### src/sv/ltps_pkg.sv
package ltps_pkg;

    localparam int MAX_POINTS = 4096;
    localparam int ADDR_W     = $clog2(MAX_POINTS);
    localparam int CNT_W      = $clog2(MAX_POINTS + 1);
    localparam int SCORE_W    = 18;
    localparam int SUM_W      = (CNT_W + SCORE_W > 30) ? CNT_W + SCORE_W : 30;
    localparam int DIV_STEPS  = 16;
    localparam int DIV_CNT_W  = $clog2(DIV_STEPS + 1);

    localparam logic [1:0] CMD_CLEAR = 2'd0;
    localparam logic [1:0] CMD_LOAD  = 2'd1;
    localparam logic [1:0] CMD_SCORE = 2'd2;

    localparam logic [2:0] CFG_ORIGIN_X  = 3'd0;
    localparam logic [2:0] CFG_ORIGIN_Y  = 3'd1;
    localparam logic [2:0] CFG_NORMAL_X  = 3'd2;
    localparam logic [2:0] CFG_NORMAL_Y  = 3'd3;
    localparam logic [2:0] CFG_SHIFT_FAC = 3'd4;
    localparam logic [2:0] CFG_THRESHOLD = 3'd5;
    localparam logic [2:0] CFG_PENALTY   = 3'd6;

    localparam logic signed [SCORE_W-1:0] ONE_Q16 = SCORE_W'(65536);

    typedef enum logic [3:0] {
        ST_IDLE,
        ST_LD_MX,
        ST_LD_MY,
        ST_LD_ST,
        ST_SC_MUL,
        ST_SC_READ,
        ST_SC_DIFF,
        ST_SC_EVAL,
        ST_SC_DIV,
        ST_SC_DONE
    } t_state;

    typedef struct packed {
        logic        start;
        logic [30:0] num;
        logic [30:0] den;
    } t_div_req;

    typedef struct packed {
        logic                  done;
        logic [DIV_STEPS-1:0]  quot;
    } t_div_rsp;

endpackage

### src/sv/ltps_div.sv
module ltps_div (
    input  logic               i_clk,
    input  logic               i_rst_n,
    input  ltps_pkg::t_div_req i_req,
    output ltps_pkg::t_div_rsp o_rsp
);
    import ltps_pkg::*;

    logic [31:0]          r_rem;
    logic [DIV_STEPS-1:0] r_quot;
    logic [DIV_CNT_W-1:0] r_cnt;
    logic                 r_active;
    logic                 r_done;
    logic [30:0]          r_den;

    logic [31:0] sh;
    logic        fits;

    // numerator is below the divisor, so one restoring step per quotient bit
    assign sh   = {r_rem[30:0], 1'b0};
    assign fits = (sh >= {1'b0, r_den});

    always_ff @(posedge i_clk) begin
        if (!i_rst_n) begin
            r_active <= 1'b0;
            r_done   <= 1'b0;
            r_cnt    <= '0;
        end else begin
            r_done <= 1'b0;
            if (i_req.start) begin
                r_active <= 1'b1;
                r_cnt    <= DIV_CNT_W'(DIV_STEPS);
            end else if (r_active) begin
                r_cnt <= r_cnt - 1'b1;
                if (r_cnt == DIV_CNT_W'(1)) begin
                    r_active <= 1'b0;
                    r_done   <= 1'b1;
                end
            end
        end
    end

    always_ff @(posedge i_clk) begin
        if (i_req.start) begin
            r_rem  <= {1'b0, i_req.num};
            r_den  <= i_req.den;
            r_quot <= '0;
        end else if (r_active) begin
            r_rem  <= fits ? (sh - {1'b0, r_den}) : sh;
            r_quot <= {r_quot[DIV_STEPS-2:0], fits};
        end
    end

    assign o_rsp.done = r_done;
    assign o_rsp.quot = r_quot;

endmodule

### config.mk
export PLATFORM = sky130hd
export DESIGN_NAME = ltps_div
export DESIGN_NICKNAME = d
export VERILOG_FILES = /design/src/sv/ltps_pkg.sv /design/src/sv/ltps_div.sv
export SDC_FILE = /design/constraint.sdc
export NUM_CORES = 1
export LEC_CHECK = 0
export BUFFER_PORTS_ARGS = -buffer_cell sky130_fd_sc_hd__clkbuf_2
export CAP_MARGIN = 20
export CORE_UTILIZATION = 35
export CTS_BUF_LIST = sky130_fd_sc_hd__clkbuf_2
export DETAILED_ROUTE_END_ITERATION = 16
export PLACE_DENSITY = 0.62
export SLEW_MARGIN = 25
export SYNTH_ARGS = -nofsm -noshare
export SYNTH_HDL_FRONTEND = slang
export SYNTH_SLANG_ARGS = --single-unit
### constraint.sdc
create_clock -name i_clk -period 4.3 [get_ports i_clk]
set_input_delay 0.645 -clock i_clk [delete_from_list [all_inputs] [get_ports i_clk]]
set_output_delay 0.645 -clock i_clk [all_outputs]
set_load 0.03 [all_outputs]
### Yosys cells after proc, flatten, opt, wreduce, memory -nomap -nowiden

Index checks and enable logic that the tools add are counted.

| word-level totals | value |
|---|---|
| word-level logic and storage cells | 25 |
| output and inout bits | 17 |
| register bits after elaboration | 85 |

| cells by class | value |
|---|---|
| bitwise operators | 2 |
| reductions and logical operators | 3 |
| equality and inequality tests | 1 |
| mux-type cells | 9 |
| $lt $le $gt $ge | 1 |
| add/subtract/negate cells | 2 |

Operators by type and width:

| kind | number |
|---|---|
| two-way mux 31 bit | 3 |
| greater-or-equal comparator 32 x 31 -> 1 bit | 1 |
| subtractor 31 bit | 1 |
| two-way mux 5 bit | 2 |
| == test 5 x 1 -> 1 bit (second input constant) | 1 |
| subtractor 5 x 1 -> 5 bit (second input constant) | 1 |
| two-way mux 1 bit | 4 |
| OR reduction 3 bit | 1 |
| inverter 1 bit | 2 |
| nonzero test 2 bit | 1 |
| OR reduction 2 bit | 1 |

### Logic depth before layout (Yosys ltp)

Gate-level depths: netlist (run 1).

| logic depth | value |
|---|---|
| word-level depth | 4 |
| depth in mapped cells | 13 |
| depth with buffers taken out | 11 |

### Worst setup path after synthesis (run 1)

OpenSTA, ideal clock, no wires.

| timing path | value |
|---|---|
| path kind | register -> register |
| from | register r_rem[0] |
| to | register r_rem[13], data pin |
| slack | 1573 ps |
| data required time | 4040 ps |
| setup time | 260 ps |
| data arrival time | 2467 ps |
| stages on the path, launching flop included | 10 |
| cells stage by stage | edfxtp_1 -> ha_1 -> ha_1 -> nand4_1 -> nor4_1 -> a2111oi_2 -> a211oi_2 -> a211oi_4 -> mux2_2 -> mux2_2 |

| on the way | value |
|---|---|
| longest elaborated chain between the ends | 4 |

Ends and longest elaborated chain:

| item | RTL line | text |
|---|---|---|
| start, declared | ltps_div.sv:9 | `logic [31:0] r_rem;` |
| start signal, assigned | ltps_div.sv:45 | `r_rem <= {1'b0, i_req.num};` |
| start signal, assigned | ltps_div.sv:49 | `r_rem <= fits ? (sh - {1'b0, r_den}) : sh;` |
| subtractor 31 bit / greater-or-equal comparator 32 x 31 -> 1 bit (equally long branches) | ltps_div.sv:49, ltps_div.sv:21 |  |
| two-way mux 31 bit (*) | ltps_div.sv:49 |  |
| two-way mux 31 bit (*) | ltps_div.sv:48 | `end else if (r_active) begin` |
| two-way mux 31 bit (*) | ltps_div.sv:44 | `if (i_req.start) begin` |

Mark *: on every way between the ends. The rest lies on a longest branch, timed or not. The select of a mux whose other input is x is not followed.
A chain may end at the register's enable or synchronous reset.

### Final worst setup path (run 1)

Ends and elaborated chain as after synthesis.

==> flow_summary.html, run 1 <==
<table>
<tr><th>Metric</th><th>Value</th></tr>
<tr><th colspan="2">Synth</th></tr>
<tr><td>Post-synth top area cell</td><td>sky130_fd_sc_hd__edfxtp_1</td></tr>
<tr><td>Mux cell area share after synthesis</td><td>6.18%</td></tr>
<tr><td>Area share of xor/xnor cells in the synthesized design</td><td>4.34%</td></tr>
<tr><td>Synth Cell Area</td><td>5250 um^2</td></tr>
<tr><td>Number of synthesized register bits</td><td>85</td></tr>
<tr><td>Synth Net Count</td><td>638</td></tr>
<tr><td>Synth Area in Simple Gates</td><td>13.5%</td></tr>
<tr><td>Synth warnings</td><td>0</td></tr>
<tr><td>Sequential fraction of the synthesis area</td><td>44.3%</td></tr>
<tr><td>Top FF cell, synth</td><td>sky130_fd_sc_hd__edfxtp_1</td></tr>
<tr><td>Top cells by area, synth</td><td>sky130_fd_sc_hd__edfxtp_1, sky130_fd_sc_hd__dfxtp_1, sky130_fd_sc_hd__ha_1</td></tr>
<tr><td>Leading cell types by count after synthesis</td><td>sky130_fd_sc_hd__edfxtp_1, sky130_fd_sc_hd__nand2_1, sky130_fd_sc_hd__nor2_1, sky130_fd_sc_hd__inv_1, sky130_fd_sc_hd__a21oi_1</td></tr>
<tr><td>Unique cell type count in the Yosys netlist</td><td>58</td></tr>
<tr><td>Count leader, synth</td><td>sky130_fd_sc_hd__edfxtp_1</td></tr>
<tr><td>Post-synthesis average cell area</td><td>9.73 um^2</td></tr>
<tr><td>Fraction of the mapped netlist area in compound gates</td><td>18.3%</td></tr>
<tr><td>Fraction of synthesized cell area taken by the top area cell type</td><td>35.5%</td></tr>
<tr><td>Post-synthesis cell count</td><td>539</td></tr>
<tr><td>Largest family of logic cells by synthesized area</td><td>compound AO/OA/AOI/OAI gates</td></tr>
<tr><td>Async S/R FF share, synth</td><td>0%</td></tr>
<tr><td>Adder-cell area share of the yosys netlist</td><td>8.25%</td></tr>
<tr><td>Number of synthesized flops with an enable pin</td><td>62</td></tr>
<tr><th colspan="2">Timing</th></tr>
<tr><td>Portion of the clock cycle consumed by the worst path in the final layout</td><td>75.3%</td></tr>
<tr><td>Worst slew pin tran</td><td>913 ps</td></tr>
<tr><td>Fmax achieved</td><td>0.309 GHz</td></tr>
<tr><td>Final setup TNS</td><td>0 ps</td></tr>
<tr><td>Clk_skew</td><td>50.4 ps</td></tr>
<tr><td>Max-slew headroom</td><td>39.1%</td></tr>
<tr><td>Final number of hold-violating endpoints</td><td>0</td></tr>
<tr><td>Worst path setup slack after routing</td><td>1060 ps</td></tr>
<tr><td>Fin crit period</td><td>3240 ps</td></tr>
<tr><td>Final Max Tran Viols</td><td>0</td></tr>
<tr><td>RSZ-0062 raised after global routing</td><td>no</td></tr>
<tr><td>Total setup violations reported at the end of the flow</td><td>0</td></tr>
<tr><th colspan="2">Floorplan</th></tr>
<tr><td>Die Outline Area</td><td>15500 um^2</td></tr>
<tr><td>Effective utilization at floorplan</td><td>36.0%</td></tr>
<tr><td>Width of the chip</td><td>124 um</td></tr>
<tr><td>Die Y</td><td>124 um</td></tr>
<tr><td># rows</td><td>44</td></tr>
<tr><td>I/O Pins</td><td>82</td></tr>
<tr><td>Core Footprint</td><td>14600 um^2</td></tr>
<tr><th colspan="2">Global route</th></tr>
<tr><td>Number of antenna violations at the first check in global routing</td><td>0</td></tr>
<tr><td>Largest net degree at the start of global routing</td><td>81</td></tr>
<tr><td>Global-route wire length before repair</td><td>19900 um</td></tr>
<tr><td>All-layer global routing usage</td><td>16.0%</td></tr>
<tr><td>Final global-route overflow total</td><td>0</td></tr>
<tr><td>Number of global-route vias before repair</td><td>4135</td></tr>
<tr><th colspan="2">Clocking</th></tr>
<tr><td>TritonCTS clock tree</td><td>done</td></tr>
<tr><td>Clock transition at the registers of the reported paths</td><td>270 ps</td></tr>
<tr><td>Number of post-CTS setup repair buffers</td><td>0</td></tr>
<tr><td>Buffer type at the clock tree root</td><td>sky130_fd_sc_hd__clkbuf_2</td></tr>
<tr><td>TritonCTS Buffers</td><td>9</td></tr>
<tr><td>Deepest level of the CTS H-tree</td><td>3</td></tr>
<tr><td>Count of cells resized by post-cts repair</td><td>0</td></tr>
<tr><td>Maximum clock insertion buffer count</td><td>2</td></tr>
<tr><td>CTS Sinks</td><td>85</td></tr>
<tr><td>Clk Latency, worst-skew pair</td><td>610 ps</td></tr>
<tr><td>Hold-fix buffers at CTS</td><td>0</td></tr>
<tr><th colspan="2">Detailed routing</th></tr>
<tr><td>Via count</td><td>4121</td></tr>
<tr><td>Vias per std cell</td><td>5.11</td></tr>
<tr><td>Drt total wl</td><td>11700 um</td></tr>
<tr><td>Count of routing violations after the opening detailed-route iteration</td><td>200</td></tr>
<tr><td>First drt pass iteration count</td><td>5</td></tr>
<tr><td>Antenna violation net count after detailed routing</td><td>0</td></tr>
<tr><td>Residual DRC</td><td>0</td></tr>
<tr><td>Routed wire per std cell</td><td>14.5 um</td></tr>
<tr><th colspan="2">Finish</th></tr>
<tr><td>Fill cell count</td><td>1457</td></tr>
<tr><td>Final standard cell utilization of the core</td><td>40.5%</td></tr>
<tr><td>Layout net count</td><td>716</td></tr>
<tr><td>Share of layout cells above drive strength 1</td><td>20.3%</td></tr>
<tr><td>Relative area change from synthesis to final layout</td><td>12.7%</td></tr>
<tr><td>N_diodes</td><td>0</td></tr>
<tr><th colspan="2">Placement</th></tr>
<tr><td>DP HPWL</td><td>8510 um</td></tr>
<tr><td>Gp weighted congestion</td><td>0.858</td></tr>
<tr><td>Buffers on Ports</td><td>81</td></tr>
<tr><td>Place WS</td><td>1090 ps</td></tr>
<tr><th colspan="2">Power and ir drop</th></tr>
<tr><td>Power density over the cells</td><td>471 nW/um^2</td></tr>
<tr><td>Largest vdd supply drop</td><td>130 uV</td></tr>
<tr><td>Cell leakage power</td><td>2.50 nW</td></tr>
<tr><th colspan="2">Critical path</th></tr>
<tr><td>Required time reported for the critical path endpoint</td><td>4670 ps</td></tr>
<tr><td>CP max FO</td><td>38</td></tr>
<tr><td>Depth of the worst register-to-register path</td><td>10</td></tr>
<tr><td>Worst path arrival time</td><td>3610 ps</td></tr>
<tr><td>Setup crit start kind</td><td>register</td></tr>
<tr><td>Minimum setup slack among reg-to-reg paths</td><td>1060 ps</td></tr>
<tr><td>Capturing element type of the critical path</td><td>register</td></tr>
<tr><td>Worst setup path category</td><td>reg -&gt; reg</td></tr>
<tr><th colspan="2">Hold path</th></tr>
<tr><td>Hold Path Cell Cnt</td><td>1</td></tr>
<tr><td>Classification of the worst-slack hold path</td><td>in -&gt; reg</td></tr>
<tr><th colspan="2">Job</th></tr>
<tr><td>Number of maximum-capacitance constraint violations</td><td>0</td></tr>
<tr><th colspan="2">Run status</th></tr>
<tr><td>Run status</td><td>complete, no violations</td></tr>
</table>
## power by group
group | switching [mW] | internal [mW] | leakage (nW)
registers | 0.0661 | 1.03 | 0.801
clock network | 0.307 | 0.0798 | 0.0648
logic | 0.752 | 0.550 | 1.64
total | 1.13 | 1.66 | 2.50
## layer usage
metal  global-route usage [%]  wire (um)  vias up
li1                         -          -     2107
met1                     21.0       5610     1883
met2                     24.7       5120      116
met3                     4.30        755       15
met4                     6.95        229        0
met5                        0          0        -
## metrics by stage
stage | cells | total power, mW | instance area (um^2) | hold slack [ps]
finish | 806 | 2.78 | 5910 | 179
global route | 806 | 3.01 | 5910 | 138
CTS | 806 | 2.80 | 5910 | 125
detailed placement | 790 | 2.41 | 5820 | 486
global placement | 790 | 2.38 | 5820 | 478
floorplan | 539 | 2.13 | 5250 | 468
## worst max-delay path, stage by stage (launching register included)
cell                        delay (ps)
sky130_fd_sc_hd__edfxtp_1          490
sky130_fd_sc_hd__ha_1              340
sky130_fd_sc_hd__ha_1              190
sky130_fd_sc_hd__nand4_1            80
sky130_fd_sc_hd__nor4_1             60
sky130_fd_sc_hd__a2111oi_2         400
sky130_fd_sc_hd__a211oi_2          150
sky130_fd_sc_hd__a211oi_4          250
sky130_fd_sc_hd__buf_4             400
sky130_fd_sc_hd__mux2_2            390
sky130_fd_sc_hd__mux2_2            250
## cells by family (layout without fill, tap and decap cells)
family / after synthesis / count (layout)
adders and majority gates: 34 / 34
and+or+nand+nor: 151 / 151
AOI/OAI and AO/OA: 148 / 148
buffers and inverters: 64 / 147
xor gates and xnor gates: 26 / 26
muxes: 31 / 31
DFF: 85 / 85
## final timing paths
path	startpoint	endpoint
worst max-delay path	r_rem[0]	r_rem[13]
worst min-delay path	i_req[24]	r_den[24]
worst max register to register	r_rem[0]	r_rem[13]
worst min register to register	r_cnt[1]	r_cnt[1]
## layout make-up
type	count	area (um^2)	area share [%]
clock buffer	9	45.0	0.762
clock inverter	7	46.3	0.783
inverter	45	169	2.86
multi-input combinational	390	2660	44.9
sequential	85	2320	39.3
tap	184	230	3.89
timing repair buffer	86	443	7.49
## state kept, by name (all words and copies together), names as in the netlist
register,count
r_rem,31
r_active,1
r_done,1
r_cnt,5
r_den,31
r_quot,16
## layout by cell type, fill, tap and decap left out, types with 3 or more instances in the layout
master | synthesis | layout
sky130_fd_sc_hd__a211oi_1 | 6 | 6
sky130_fd_sc_hd__a211oi_2 | 3 | 3
sky130_fd_sc_hd__a21o_1 | 8 | 8
sky130_fd_sc_hd__a21oi_1 | 40 | 40
sky130_fd_sc_hd__a21oi_2 | 3 | 3
sky130_fd_sc_hd__a31oi_1 | 6 | 6
sky130_fd_sc_hd__buf_4 | 4 | 5
sky130_fd_sc_hd__clkbuf_2 | 0 | 89
sky130_fd_sc_hd__dfxtp_1 | 23 | 22
sky130_fd_sc_hd__edfxtp_1 | 62 | 62
sky130_fd_sc_hd__ha_1 | 33 | 33
sky130_fd_sc_hd__inv_1 | 45 | 45
sky130_fd_sc_hd__inv_6 | 0 | 3
sky130_fd_sc_hd__mux2_2 | 11 | 11
sky130_fd_sc_hd__mux2i_1 | 20 | 20
sky130_fd_sc_hd__nand2_1 | 51 | 51
sky130_fd_sc_hd__nand3_1 | 7 | 7
sky130_fd_sc_hd__nand4_1 | 5 | 5
sky130_fd_sc_hd__nor2_1 | 47 | 47
sky130_fd_sc_hd__nor2b_1 | 4 | 4
sky130_fd_sc_hd__nor3_1 | 14 | 14
sky130_fd_sc_hd__nor3b_1 | 4 | 4
sky130_fd_sc_hd__nor4_1 | 3 | 3
sky130_fd_sc_hd__o211ai_1 | 8 | 8
sky130_fd_sc_hd__o21a_1 | 12 | 12
sky130_fd_sc_hd__o21ai_0 | 34 | 34
sky130_fd_sc_hd__o21ai_1 | 5 | 5
sky130_fd_sc_hd__o21bai_1 | 4 | 4
sky130_fd_sc_hd__o31ai_1 | 3 | 3
sky130_fd_sc_hd__xnor2_1 | 13 | 13
sky130_fd_sc_hd__xor2_1 | 13 | 13
(Power assumes the default switching activity.)
==> run 2, diff against run 1 <==
--- a/config.mk
+++ b/config.mk
@@ -5,12 +5,13 @@
 export SDC_FILE = /design/constraint.sdc
 export NUM_CORES = 1
 export LEC_CHECK = 0
+export ABC_AREA = 1
 export BUFFER_PORTS_ARGS = -buffer_cell sky130_fd_sc_hd__clkbuf_2
 export CAP_MARGIN = 20
 export CORE_UTILIZATION = 35
 export CTS_BUF_LIST = sky130_fd_sc_hd__clkbuf_2
 export DETAILED_ROUTE_END_ITERATION = 16
-export PLACE_DENSITY = 0.62
+export PLACE_DENSITY = 0.63
 export SLEW_MARGIN = 25
 export SYNTH_ARGS = -nofsm -noshare
 export SYNTH_HDL_FRONTEND = slang
==> constraint.sdc (replaced) <==
create_clock -name i_clk -period 2.9 [get_ports i_clk]
set_input_delay 0.435 -clock i_clk [delete_from_list [all_inputs] [get_ports i_clk]]
set_output_delay 0.435 -clock i_clk [all_outputs]
set_load 0.03 [all_outputs]
==> flow_summary.html, run 2 <==
<table>
<tr><th>Metric</th><th>Value</th></tr>
<tr><th colspan="2">Synth</th></tr>
<tr><td>Number of synthesized register bits</td><td>85 (unchanged)</td></tr>
<tr><td>Synth Area in Simple Gates</td><td>36.8% (was 13.5%)</td></tr>
<tr><td>Async S/R FF share, synth</td><td>0% (unchanged)</td></tr>
<tr><td>Fraction of synthesized cell area taken by the top area cell type</td><td>29.8% (was 35.5%)</td></tr>
<tr><td>Count leader, synth</td><td>sky130_fd_sc_hd__nand2_1 (was sky130_fd_sc_hd__edfxtp_1)</td></tr>
<tr><td>Synth Net Count</td><td>984 (was 638)</td></tr>
<tr><td>Top FF cell, synth</td><td>sky130_fd_sc_hd__edfxtp_1 (unchanged)</td></tr>
<tr><td>Unique cell type count in the Yosys netlist</td><td>41 (was 58)</td></tr>
<tr><td>Top cells by area, synth</td><td>sky130_fd_sc_hd__edfxtp_1, sky130_fd_sc_hd__nand2_1, sky130_fd_sc_hd__inv_1 (was sky130_fd_sc_hd__edfxtp_1, sky130_fd_sc_hd__dfxtp_1, sky130_fd_sc_hd__ha_1)</td></tr>
<tr><td>Area share of xor/xnor cells in the synthesized design</td><td>2.10% (was 4.34%)</td></tr>
<tr><td>Number of synthesized flops with an enable pin</td><td>62 (unchanged)</td></tr>
<tr><td>Leading cell types by count after synthesis</td><td>sky130_fd_sc_hd__nand2_1, sky130_fd_sc_hd__inv_1, sky130_fd_sc_hd__edfxtp_1, sky130_fd_sc_hd__nand3_1, sky130_fd_sc_hd__nor2_1 (was sky130_fd_sc_hd__edfxtp_1, sky130_fd_sc_hd__nand2_1, sky130_fd_sc_hd__nor2_1, sky130_fd_sc_hd__inv_1, sky130_fd_sc_hd__a21oi_1)</td></tr>
<tr><td>Synth Cell Area</td><td>6250 um^2 (was 5250 um^2)</td></tr>
<tr><td>Fraction of the mapped netlist area in compound gates</td><td>3.82% (was 18.3%)</td></tr>
<tr><td>Post-synth top area cell</td><td>sky130_fd_sc_hd__edfxtp_1 (unchanged)</td></tr>
<tr><td>Largest family of logic cells by synthesized area</td><td>simple AND/OR/NAND/NOR gates (was compound AO/OA/AOI/OAI gates)</td></tr>
<tr><td>Mux cell area share after synthesis</td><td>0% (was 6.18%)</td></tr>
<tr><td>Synth warnings</td><td>0 (unchanged)</td></tr>
<tr><td>Post-synthesis cell count</td><td>885 (was 539)</td></tr>
<tr><td>Sequential fraction of the synthesis area</td><td>37.1% (was 44.3%)</td></tr>
<tr><td>Adder-cell area share of the yosys netlist</td><td>6.92% (was 8.25%)</td></tr>
<tr><td>Post-synthesis average cell area</td><td>7.07 um^2 (was 9.73 um^2)</td></tr>
<tr><th colspan="2">Critical path</th></tr>
<tr><td>CP max FO</td><td>17 (was 38)</td></tr>
<tr><td>Worst setup path category</td><td>reg -&gt; reg (unchanged)</td></tr>
<tr><td>Required time reported for the critical path endpoint</td><td>3310 ps (was 4670 ps)</td></tr>
<tr><td>Worst path arrival time</td><td>3020 ps (was 3610 ps)</td></tr>
<tr><td>Capturing element type of the critical path</td><td>register (unchanged)</td></tr>
<tr><td>Depth of the worst register-to-register path</td><td>12 (was 10)</td></tr>
<tr><td>Setup crit start kind</td><td>register (unchanged)</td></tr>
<tr><th colspan="2">Timing</th></tr>
<tr><td>Worst slew pin tran</td><td>1020 ps (was 913 ps)</td></tr>
<tr><td>RSZ-0062 raised after global routing</td><td>no (unchanged)</td></tr>
<tr><td>Max-slew headroom</td><td>31.9% (was 39.1%)</td></tr>
<tr><td>Fmax achieved</td><td>0.383 GHz (was 0.309 GHz)</td></tr>
<tr><td>Total setup violations reported at the end of the flow</td><td>0 (unchanged)</td></tr>
<tr><td>Portion of the clock cycle consumed by the worst path in the final layout</td><td>90.1% (was 75.3%)</td></tr>
<tr><td>Fin crit period</td><td>2610 ps (was 3240 ps)</td></tr>
<tr><td>Final Max Tran Viols</td><td>0 (unchanged)</td></tr>
<tr><td>Clk_skew</td><td>49.6 ps (was 50.4 ps)</td></tr>
<tr><td>Final setup TNS</td><td>0 ps (unchanged)</td></tr>
<tr><td>Final number of hold-violating endpoints</td><td>0 (unchanged)</td></tr>
<tr><th colspan="2">Global route</th></tr>
<tr><td>Largest net degree at the start of global routing</td><td>64 (was 81)</td></tr>
<tr><td>M2 GR Usage</td><td>30.0% (was 24.7%)</td></tr>
<tr><td>Number of global-route vias before repair</td><td>5464 (was 4135)</td></tr>
<tr><td>All-layer global routing usage</td><td>18.8% (was 16.0%)</td></tr>
<tr><td>Met3 layer usage reported by global route</td><td>3.44% (was 4.30%)</td></tr>
<tr><td>Final global-route overflow total</td><td>0 (unchanged)</td></tr>
<tr><td>Global-route wire length before repair</td><td>26600 um (was 19900 um)</td></tr>
<tr><td>Number of antenna violations at the first check in global routing</td><td>1 (was 0)</td></tr>
<tr><td>GRT met1 Usage</td><td>24.9% (was 21.0%)</td></tr>
<tr><td>Busiest layer in global routing</td><td>met2 (unchanged)</td></tr>
<tr><th colspan="2">Finish</th></tr>
<tr><td>Share of layout cells above drive strength 1</td><td>14.0% (was 20.3%)</td></tr>
<tr><td>Largest registers ranked by flip-flop count</td><td>r_den x31, r_rem x31, r_quot x16 (unchanged)</td></tr>
<tr><td>Final standard cell utilization of the core</td><td>42.4% (was 40.5%)</td></tr>
<tr><td>Leading cell type in the layout, fill and taps excluded</td><td>sky130_fd_sc_hd__nand2_1 (was sky130_fd_sc_hd__clkbuf_2)</td></tr>
<tr><td>Relative area change from synthesis to final layout</td><td>17.6% (was 12.7%)</td></tr>
<tr><td>Final instance count without filler cells</td><td>1235 (was 806)</td></tr>
<tr><td>Commonest cells after routing, fill and taps aside</td><td>sky130_fd_sc_hd__nand2_1, sky130_fd_sc_hd__inv_1, sky130_fd_sc_hd__clkbuf_2 (was sky130_fd_sc_hd__clkbuf_2, sky130_fd_sc_hd__edfxtp_1, sky130_fd_sc_hd__nand2_1)</td></tr>
<tr><td>Layout net count</td><td>1103 (was 716)</td></tr>
<tr><td>Fill cell count</td><td>1860 (was 1457)</td></tr>
<tr><th colspan="2">Floorplan</th></tr>
<tr><td>Die Y</td><td>136 um (was 124 um)</td></tr>
<tr><td>I/O Pins</td><td>82 (unchanged)</td></tr>
<tr><td>Core Footprint</td><td>17400 um^2 (was 14600 um^2)</td></tr>
<tr><td>Effective utilization at floorplan</td><td>36.0% (about the same)</td></tr>
<tr><td># rows</td><td>48 (was 44)</td></tr>
<tr><td>Die Outline Area</td><td>18400 um^2 (was 15500 um^2)</td></tr>
<tr><td>Width of the chip</td><td>136 um (was 124 um)</td></tr>
<tr><th colspan="2">Clocking</th></tr>
<tr><td>TritonCTS Buffers</td><td>9 (unchanged)</td></tr>
<tr><td>Clk Latency, worst-skew pair</td><td>640 ps (was 610 ps)</td></tr>
<tr><td>Buffer type at the clock tree root</td><td>sky130_fd_sc_hd__clkbuf_2 (unchanged)</td></tr>
<tr><td>CTS Sinks</td><td>85 (unchanged)</td></tr>
<tr><td>TritonCTS clock tree</td><td>done (unchanged)</td></tr>
<tr><td>Maximum clock insertion buffer count</td><td>2 (unchanged)</td></tr>
<tr><td>Deepest level of the CTS H-tree</td><td>3 (unchanged)</td></tr>
<tr><td>Clock transition at the registers of the reported paths</td><td>280 ps (was 270 ps)</td></tr>
<tr><th colspan="2">Detailed routing</th></tr>
<tr><td>Count of routing violations after the opening detailed-route iteration</td><td>285 (was 200)</td></tr>
<tr><td>Residual DRC</td><td>0 (unchanged)</td></tr>
<tr><td>Via count</td><td>5675 (was 4121)</td></tr>
<tr><td>Vias per std cell</td><td>4.60 (was 5.11)</td></tr>
<tr><td>Antenna violation net count after detailed routing</td><td>0 (unchanged)</td></tr>
<tr><td>First drt pass iteration count</td><td>7 (was 5)</td></tr>
<tr><td>Drt total wl</td><td>16200 um (was 11700 um)</td></tr>
<tr><td>Routed wire per std cell</td><td>13.1 um (was 14.5 um)</td></tr>
<tr><th colspan="2">Power and ir drop</th></tr>
<tr><td>Cell leakage power</td><td>3.89 nW (was 2.50 nW)</td></tr>
<tr><td>Power density over the cells</td><td>585 nW/um^2 (was 471 nW/um^2)</td></tr>
<tr><td>Largest vdd supply drop</td><td>216 uV (was 130 uV)</td></tr>
<tr><th colspan="2">Hold path</th></tr>
<tr><td>Hold Path Cell Cnt</td><td>3 (was 1)</td></tr>
<tr><td>Classification of the worst-slack hold path</td><td>in -&gt; reg (unchanged)</td></tr>
<tr><th colspan="2">Placement</th></tr>
<tr><td>DP HPWL</td><td>12300 um (was 8510 um)</td></tr>
<tr><td>Buffers on Ports</td><td>81 (unchanged)</td></tr>
<tr><td>Gp weighted congestion</td><td>0.935 (was 0.858)</td></tr>
<tr><td>Number of placed cells counting well taps</td><td>1180 (was 790)</td></tr>
<tr><th colspan="2">Job</th></tr>
<tr><td>Number of maximum-capacitance constraint violations</td><td>0 (unchanged)</td></tr>
<tr><th colspan="2">Run status</th></tr>
<tr><td>Run status</td><td>complete, no violations (unchanged)</td></tr>
</table>
## run 2: per-stage QoR
stage / setup WS, ps / cell area (um^2) / hold WS, ps / total power [mW]
after global routing: 97.8 / 7350 / 35.0 / 4.67
after global placement: 390 / 6870 / 477 / 3.63
final: 288 / 7350 / 57.3 / 4.30
after floorplan: 510 / 6250 / 475 / 3.18
after CTS: 292 / 7350 / 0.809 / 4.32
after detailed placement: 357 / 6870 / 473 / 3.65
## run 2: final timing paths
check                                  to  slack (ps)  startpoint
worst max-delay path            r_rem[15]         290    r_rem[0]
worst min-delay path            r_rem[13]          60   i_req[44]
worst max register to register  r_rem[15]         290    r_rem[0]
worst min register to register  r_quot[0]         510   r_quot[0]
## run 2: timing repair
action | 4_1_cts | 5_1_grt
endpoints found under the hold margin | 39 | 0
gates resized for setup | 0 | 0
hold buffers | 38 | 0
setup endpoints to repair | 0 | 0
setup buffers | 0 | 0
## run 2: cells by family after synthesis
| logic type | Yosys count |
|---|---|
| AND/OR/NAND/NOR | 508 |
| XOR/XNOR | 15 |
| adder cells (fa/ha/maj) | 34 |
| buffers and inverters | 203 |
| AO/OA/AOI/OAI | 40 |
| flip-flops | 85 |
## run 2: cell type report
cell class                      instances  area (um^2)  area share [%]
Multi-Input combinational cell        597         3110            42.3
Sequential cell                        85         2320            31.6
Timing Repair Buffer                  127          846            11.5
Inverter                              184          691            9.39
Tap cell                              225          282            3.83
Clock inverter                          6         51.3           0.698
Clock buffer                           10         50.0           0.681
Antenna cell                            1         2.50          0.0340
## run 2: per-layer routing
metal	wire [um]	part of all wire, %
met1	7850	49
met5	0	0
met4	445	2.8
met3	868	5.4
met2	7010	43
## run 2: critical path, stage by stage (launching register included)
cell and delay [ps]:
sky130_fd_sc_hd__edfxtp_1 500, sky130_fd_sc_hd__fa_1 500, sky130_fd_sc_hd__nand2_1 110, sky130_fd_sc_hd__nand2_1 90, sky130_fd_sc_hd__nand3_2 80, sky130_fd_sc_hd__nand2_2 100, sky130_fd_sc_hd__nand2_1 110, sky130_fd_sc_hd__nand3_2 90
sky130_fd_sc_hd__nand2_4 250, sky130_fd_sc_hd__buf_4 290, sky130_fd_sc_hd__nand3b_1 90, sky130_fd_sc_hd__nand3_1 90, sky130_fd_sc_hd__nand2_1 60
## run 2: where the power goes
part | leakage [nW] | switching, mW | internal (mW)
clock | 0.0696 | 0.487 | 0.135
combinational | 3.02 | 1.33 | 0.787
sequential | 0.805 | 0.0732 | 1.49
==> run 3, diff against run 2 <==
--- a/config.mk
+++ b/config.mk
@@ -11,6 +11,7 @@
 export CORE_UTILIZATION = 35
 export CTS_BUF_LIST = sky130_fd_sc_hd__clkbuf_2
 export DETAILED_ROUTE_END_ITERATION = 16
+export GPL_TIMING_DRIVEN = 0
 export PLACE_DENSITY = 0.63
 export SLEW_MARGIN = 25
 export SYNTH_ARGS = -nofsm -noshare
==> flow_summary.html, run 3 (synthesis gave the netlist of run 2 again) <==
<table>
<tr><th>Metric</th><th>Value</th></tr>
<tr><th colspan="2">Timing</th></tr>
<tr><td>Total setup violations reported at the end of the flow</td><td>0 (unchanged)</td></tr>
<tr><td>Final number of hold-violating endpoints</td><td>0 (unchanged)</td></tr>
<tr><td>RSZ-0062 raised after global routing</td><td>no (unchanged)</td></tr>
<tr><td>Worst path setup slack after routing</td><td>448 ps (was 288 ps)</td></tr>
<tr><td>Fin crit period</td><td>2450 ps (was 2610 ps)</td></tr>
<tr><td>Fmax achieved</td><td>0.408 GHz (was 0.383 GHz)</td></tr>
<tr><td>Final setup TNS</td><td>0 ps (unchanged)</td></tr>
<tr><td>Worst slew pin tran</td><td>917 ps (was 1020 ps)</td></tr>
<tr><td>Portion of the clock cycle consumed by the worst path in the final layout</td><td>84.5% (was 90.1%)</td></tr>
<tr><td>Clk_skew</td><td>45.6 ps (was 49.6 ps)</td></tr>
<tr><td>Max-slew headroom</td><td>38.9% (was 31.9%)</td></tr>
<tr><td>Worst-case hold slack</td><td>43.7 ps (was 57.3 ps)</td></tr>
<tr><td>Final Max Tran Viols</td><td>0 (unchanged)</td></tr>
<tr><th colspan="2">Global route</th></tr>
<tr><td>Largest net degree at the start of global routing</td><td>33 (was 64)</td></tr>
<tr><td>Final global-route overflow total</td><td>0 (unchanged)</td></tr>
<tr><td>All-layer global routing usage</td><td>19.9% (was 18.8%)</td></tr>
<tr><td>Number of antenna violations at the first check in global routing</td><td>1 (unchanged)</td></tr>
<tr><td>Number of global-route vias before repair</td><td>5668 (was 5464)</td></tr>
<tr><td>Global-route wire length before repair</td><td>27900 um (was 26600 um)</td></tr>
<tr><th colspan="2">Critical path</th></tr>
<tr><td>Depth of the worst register-to-register path</td><td>13 (was 12)</td></tr>
<tr><td>Capturing element type of the critical path</td><td>register (unchanged)</td></tr>
<tr><td>Number of buffers and inverters on the critical path</td><td>2 (was 1)</td></tr>
<tr><td>Worst r2r dst</td><td>r_rem[15] (unchanged)</td></tr>
<tr><td>Critical path, cell by cell</td><td>inv_1, fa_1, nand2_1, nand2_1, nand3_2, nand2_2, nand2_1, nand3_2, nand2_4, buf_6, nand3b_1, nand3_1, nand2_1 (was fa_1, nand2_1, nand2_1, nand3_2, nand2_2, nand2_1, nand3_2, nand2_4, buf_4, nand3b_1, nand3_1, nand2_1)</td></tr>
<tr><td>Worst path arrival time</td><td>2890 ps (was 3020 ps)</td></tr>
<tr><td>Worst setup path category</td><td>reg -&gt; reg (unchanged)</td></tr>
<tr><td>CP Capture Point</td><td>r_rem[15] (unchanged)</td></tr>
<tr><td>Reg-to-reg critical path startpoint</td><td>r_den[0] (was r_rem[0])</td></tr>
<tr><td>Worst-path cell with the longest stage delay</td><td>sky130_fd_sc_hd__fa_1 (was sky130_fd_sc_hd__edfxtp_1)</td></tr>
<tr><td>Crit path launch</td><td>r_den[0] (was r_rem[0])</td></tr>
<tr><td>Required time reported for the critical path endpoint</td><td>3340 ps (was 3310 ps)</td></tr>
<tr><td>CP Depth</td><td>13 (was 12)</td></tr>
<tr><td>Kind of cell adding the most delay to the critical path</td><td>simple AND/OR/NAND/NOR gates (unchanged)</td></tr>
<tr><td>Most frequent CP cell</td><td>sky130_fd_sc_hd__nand2_1 (unchanged)</td></tr>
<tr><td>Setup crit start kind</td><td>register (unchanged)</td></tr>
<tr><td>Minimum setup slack among reg-to-reg paths</td><td>450 ps (was 290 ps)</td></tr>
<tr><td>CP max FO</td><td>10 (was 17)</td></tr>
<tr><td>Crit-path max cell delay</td><td>470 ps (was 500 ps)</td></tr>
<tr><th colspan="2">Floorplan</th></tr>
<tr><td>Core Footprint</td><td>17400 um^2 (unchanged)</td></tr>
<tr><td>I/O Pins</td><td>82 (unchanged)</td></tr>
<tr><td>Width of the chip</td><td>136 um (unchanged)</td></tr>
<tr><td>Die Outline Area</td><td>18400 um^2 (unchanged)</td></tr>
<tr><td># rows</td><td>48 (unchanged)</td></tr>
<tr><td>Die Y</td><td>136 um (unchanged)</td></tr>
<tr><td>Effective utilization at floorplan</td><td>36.0% (unchanged)</td></tr>
<tr><th colspan="2">Clocking</th></tr>
<tr><td>Deepest level of the CTS H-tree</td><td>3 (unchanged)</td></tr>
<tr><td>Count of cells resized by post-cts repair</td><td>0 (unchanged)</td></tr>
<tr><td>Hold-fix buffers at CTS</td><td>48 (was 38)</td></tr>
<tr><td>Clk Latency, worst-skew pair</td><td>670 ps (was 640 ps)</td></tr>
<tr><td>Number of post-CTS setup repair buffers</td><td>0 (unchanged)</td></tr>
<tr><td>TritonCTS clock tree</td><td>done (unchanged)</td></tr>
<tr><td>Clock transition at the registers of the reported paths</td><td>300 ps (was 280 ps)</td></tr>
<tr><td>Buffer type at the clock tree root</td><td>sky130_fd_sc_hd__clkbuf_2 (unchanged)</td></tr>
<tr><td>Maximum clock insertion buffer count</td><td>2 (unchanged)</td></tr>
<tr><td>CTS Sinks</td><td>85 (unchanged)</td></tr>
<tr><td>TritonCTS Buffers</td><td>9 (unchanged)</td></tr>
<tr><th colspan="2">Finish</th></tr>
<tr><td>Layout net count</td><td>1126 (was 1103)</td></tr>
<tr><td>Post-layout instance area</td><td>7580 um^2 (was 7350 um^2)</td></tr>
<tr><td>Final instance count without filler cells</td><td>1258 (was 1235)</td></tr>
<tr><td>Largest registers ranked by flip-flop count</td><td>r_den x31, r_rem x31, r_quot x16 (unchanged)</td></tr>
<tr><td>Share of layout cells above drive strength 1</td><td>14.2% (was 14.0%)</td></tr>
<tr><td>Commonest cells after routing, fill and taps aside</td><td>sky130_fd_sc_hd__nand2_1, sky130_fd_sc_hd__inv_1, sky130_fd_sc_hd__clkbuf_2 (unchanged)</td></tr>
<tr><td>Final standard cell utilization of the core</td><td>43.7% (was 42.4%)</td></tr>
<tr><td>Leading cell type in the layout, fill and taps excluded</td><td>sky130_fd_sc_hd__nand2_1 (unchanged)</td></tr>
<tr><td>Relative area change from synthesis to final layout</td><td>21.2% (was 17.6%)</td></tr>
<tr><th colspan="2">Placement</th></tr>
<tr><td>Place WS</td><td>-302 ps (was 357 ps)</td></tr>
<tr><td>Buffers on Ports</td><td>81 (unchanged)</td></tr>
<tr><td>Gp weighted congestion</td><td>0.935 (about the same)</td></tr>
<tr><td>DP HPWL</td><td>13200 um (was 12300 um)</td></tr>
<tr><td>Post-Place Cell Area</td><td>6970 um^2 (was 6870 um^2)</td></tr>
<tr><td>Number of placed cells counting well taps</td><td>1192 (was 1180)</td></tr>
<tr><th colspan="2">Power and ir drop</th></tr>
<tr><td>Cell leakage power</td><td>4.00 nW (was 3.89 nW)</td></tr>
<tr><td>Clock network power share</td><td>15.3% (was 14.5%)</td></tr>
<tr><td>Largest vdd supply drop</td><td>246 uV (was 216 uV)</td></tr>
<tr><td>Internal power of the cells</td><td>2.47 mW (was 2.41 mW)</td></tr>
<tr><td>Power density over the cells</td><td>583 nW/um^2 (was 585 nW/um^2)</td></tr>
<tr><td>Switching share of power</td><td>44.2% (was 43.9%)</td></tr>
<tr><td>Total design power</td><td>4.42 mW (was 4.30 mW)</td></tr>
<tr><td>Net switching power</td><td>1.95 mW (was 1.89 mW)</td></tr>
<tr><td>Sequential share of power</td><td>35.3% (was 36.3%)</td></tr>
<tr><td>Proportion of power drawn by combinational gates</td><td>49.4% (was 49.2%)</td></tr>
<tr><th colspan="2">Detailed routing</th></tr>
<tr><td>Residual DRC</td><td>0 (unchanged)</td></tr>
<tr><td>Antenna violation net count after detailed routing</td><td>0 (unchanged)</td></tr>
<tr><td>First drt pass iteration count</td><td>5 (was 7)</td></tr>
<tr><td>Routed wire per std cell</td><td>13.5 um (was 13.1 um)</td></tr>
<tr><td>Count of routing violations after the opening detailed-route iteration</td><td>338 (was 285)</td></tr>
<tr><td>Drt total wl</td><td>16900 um (was 16200 um)</td></tr>
<tr><td>Via count</td><td>5760 (was 5675)</td></tr>
<tr><td>Vias per std cell</td><td>4.58 (was 4.60)</td></tr>
<tr><th colspan="2">Job</th></tr>
<tr><td>Number of maximum-capacitance constraint violations</td><td>0 (unchanged)</td></tr>
<tr><th colspan="2">Run status</th></tr>
<tr><td>Run status</td><td>complete, no violations (unchanged)</td></tr>
<tr><th colspan="2">Hold path</th></tr>
<tr><td>Min-delay src</td><td>i_req[56] (was i_req[44])</td></tr>
<tr><td>Classification of the worst-slack hold path</td><td>in -&gt; reg (unchanged)</td></tr>
</table>
run 3: how the worst min path moves through the flow:
stage                end  slack (ps)  cells after the start
6_report       r_rem[25]          40                      3
5_1_grt         r_rem[1]           2                      3
4_1_cts        r_rem[22]           3                      3
3_5_place_dp   r_quot[0]         470                      2
3_3_place_gp   r_quot[0]         470                      2
2_1_floorplan   r_cnt[1]         480                      2
run 3: layout make-up:
type	instances	area [um^2]
fillers	1864	9780
multi-input cells	597	3110
flip-flops and latches	85	2320
repair buffers	131	923
inverters	184	691
well taps	225	282
plain buffers	19	136
clock inverters	7	73.8
clock buffers	9	45.0
diodes	1	2.50
run 3: per-layer routing:
layer | share of wire, % | global-route usage [%]
met1 | 49 | 27.1
met4 | 2.4 | 6.62
met3 | 4.5 | 4.26
met2 | 44 | 31.0
met5 | 0 | 0
run 3: worst register-to-register path, stage by stage, from the launching register on:
cell and delay (ps):
sky130_fd_sc_hd__edfxtp_1 420, sky130_fd_sc_hd__inv_1 120, sky130_fd_sc_hd__fa_1 470, sky130_fd_sc_hd__nand2_1 120, sky130_fd_sc_hd__nand2_1 100, sky130_fd_sc_hd__nand3_2 90
sky130_fd_sc_hd__nand2_2 100, sky130_fd_sc_hd__nand2_1 110, sky130_fd_sc_hd__nand3_2 90, sky130_fd_sc_hd__nand2_4 110, sky130_fd_sc_hd__buf_6 170, sky130_fd_sc_hd__nand3b_1 160
sky130_fd_sc_hd__nand3_1 130, sky130_fd_sc_hd__nand2_1 50
run 3: power groups by stage:
| stage | clock network (mW) | logic [mW] | registers [mW] |
|---|---|---|---|
| after floorplan | 0 | 1.61 | 1.57 |
| after global placement | 0 | 2.10 | 1.58 |
| after detailed placement | 0 | 2.12 | 1.59 |
| after CTS | 0.713 | 2.18 | 1.56 |
| after global routing | 0.746 | 2.49 | 1.58 |
| final | 0.678 | 2.18 | 1.56 |
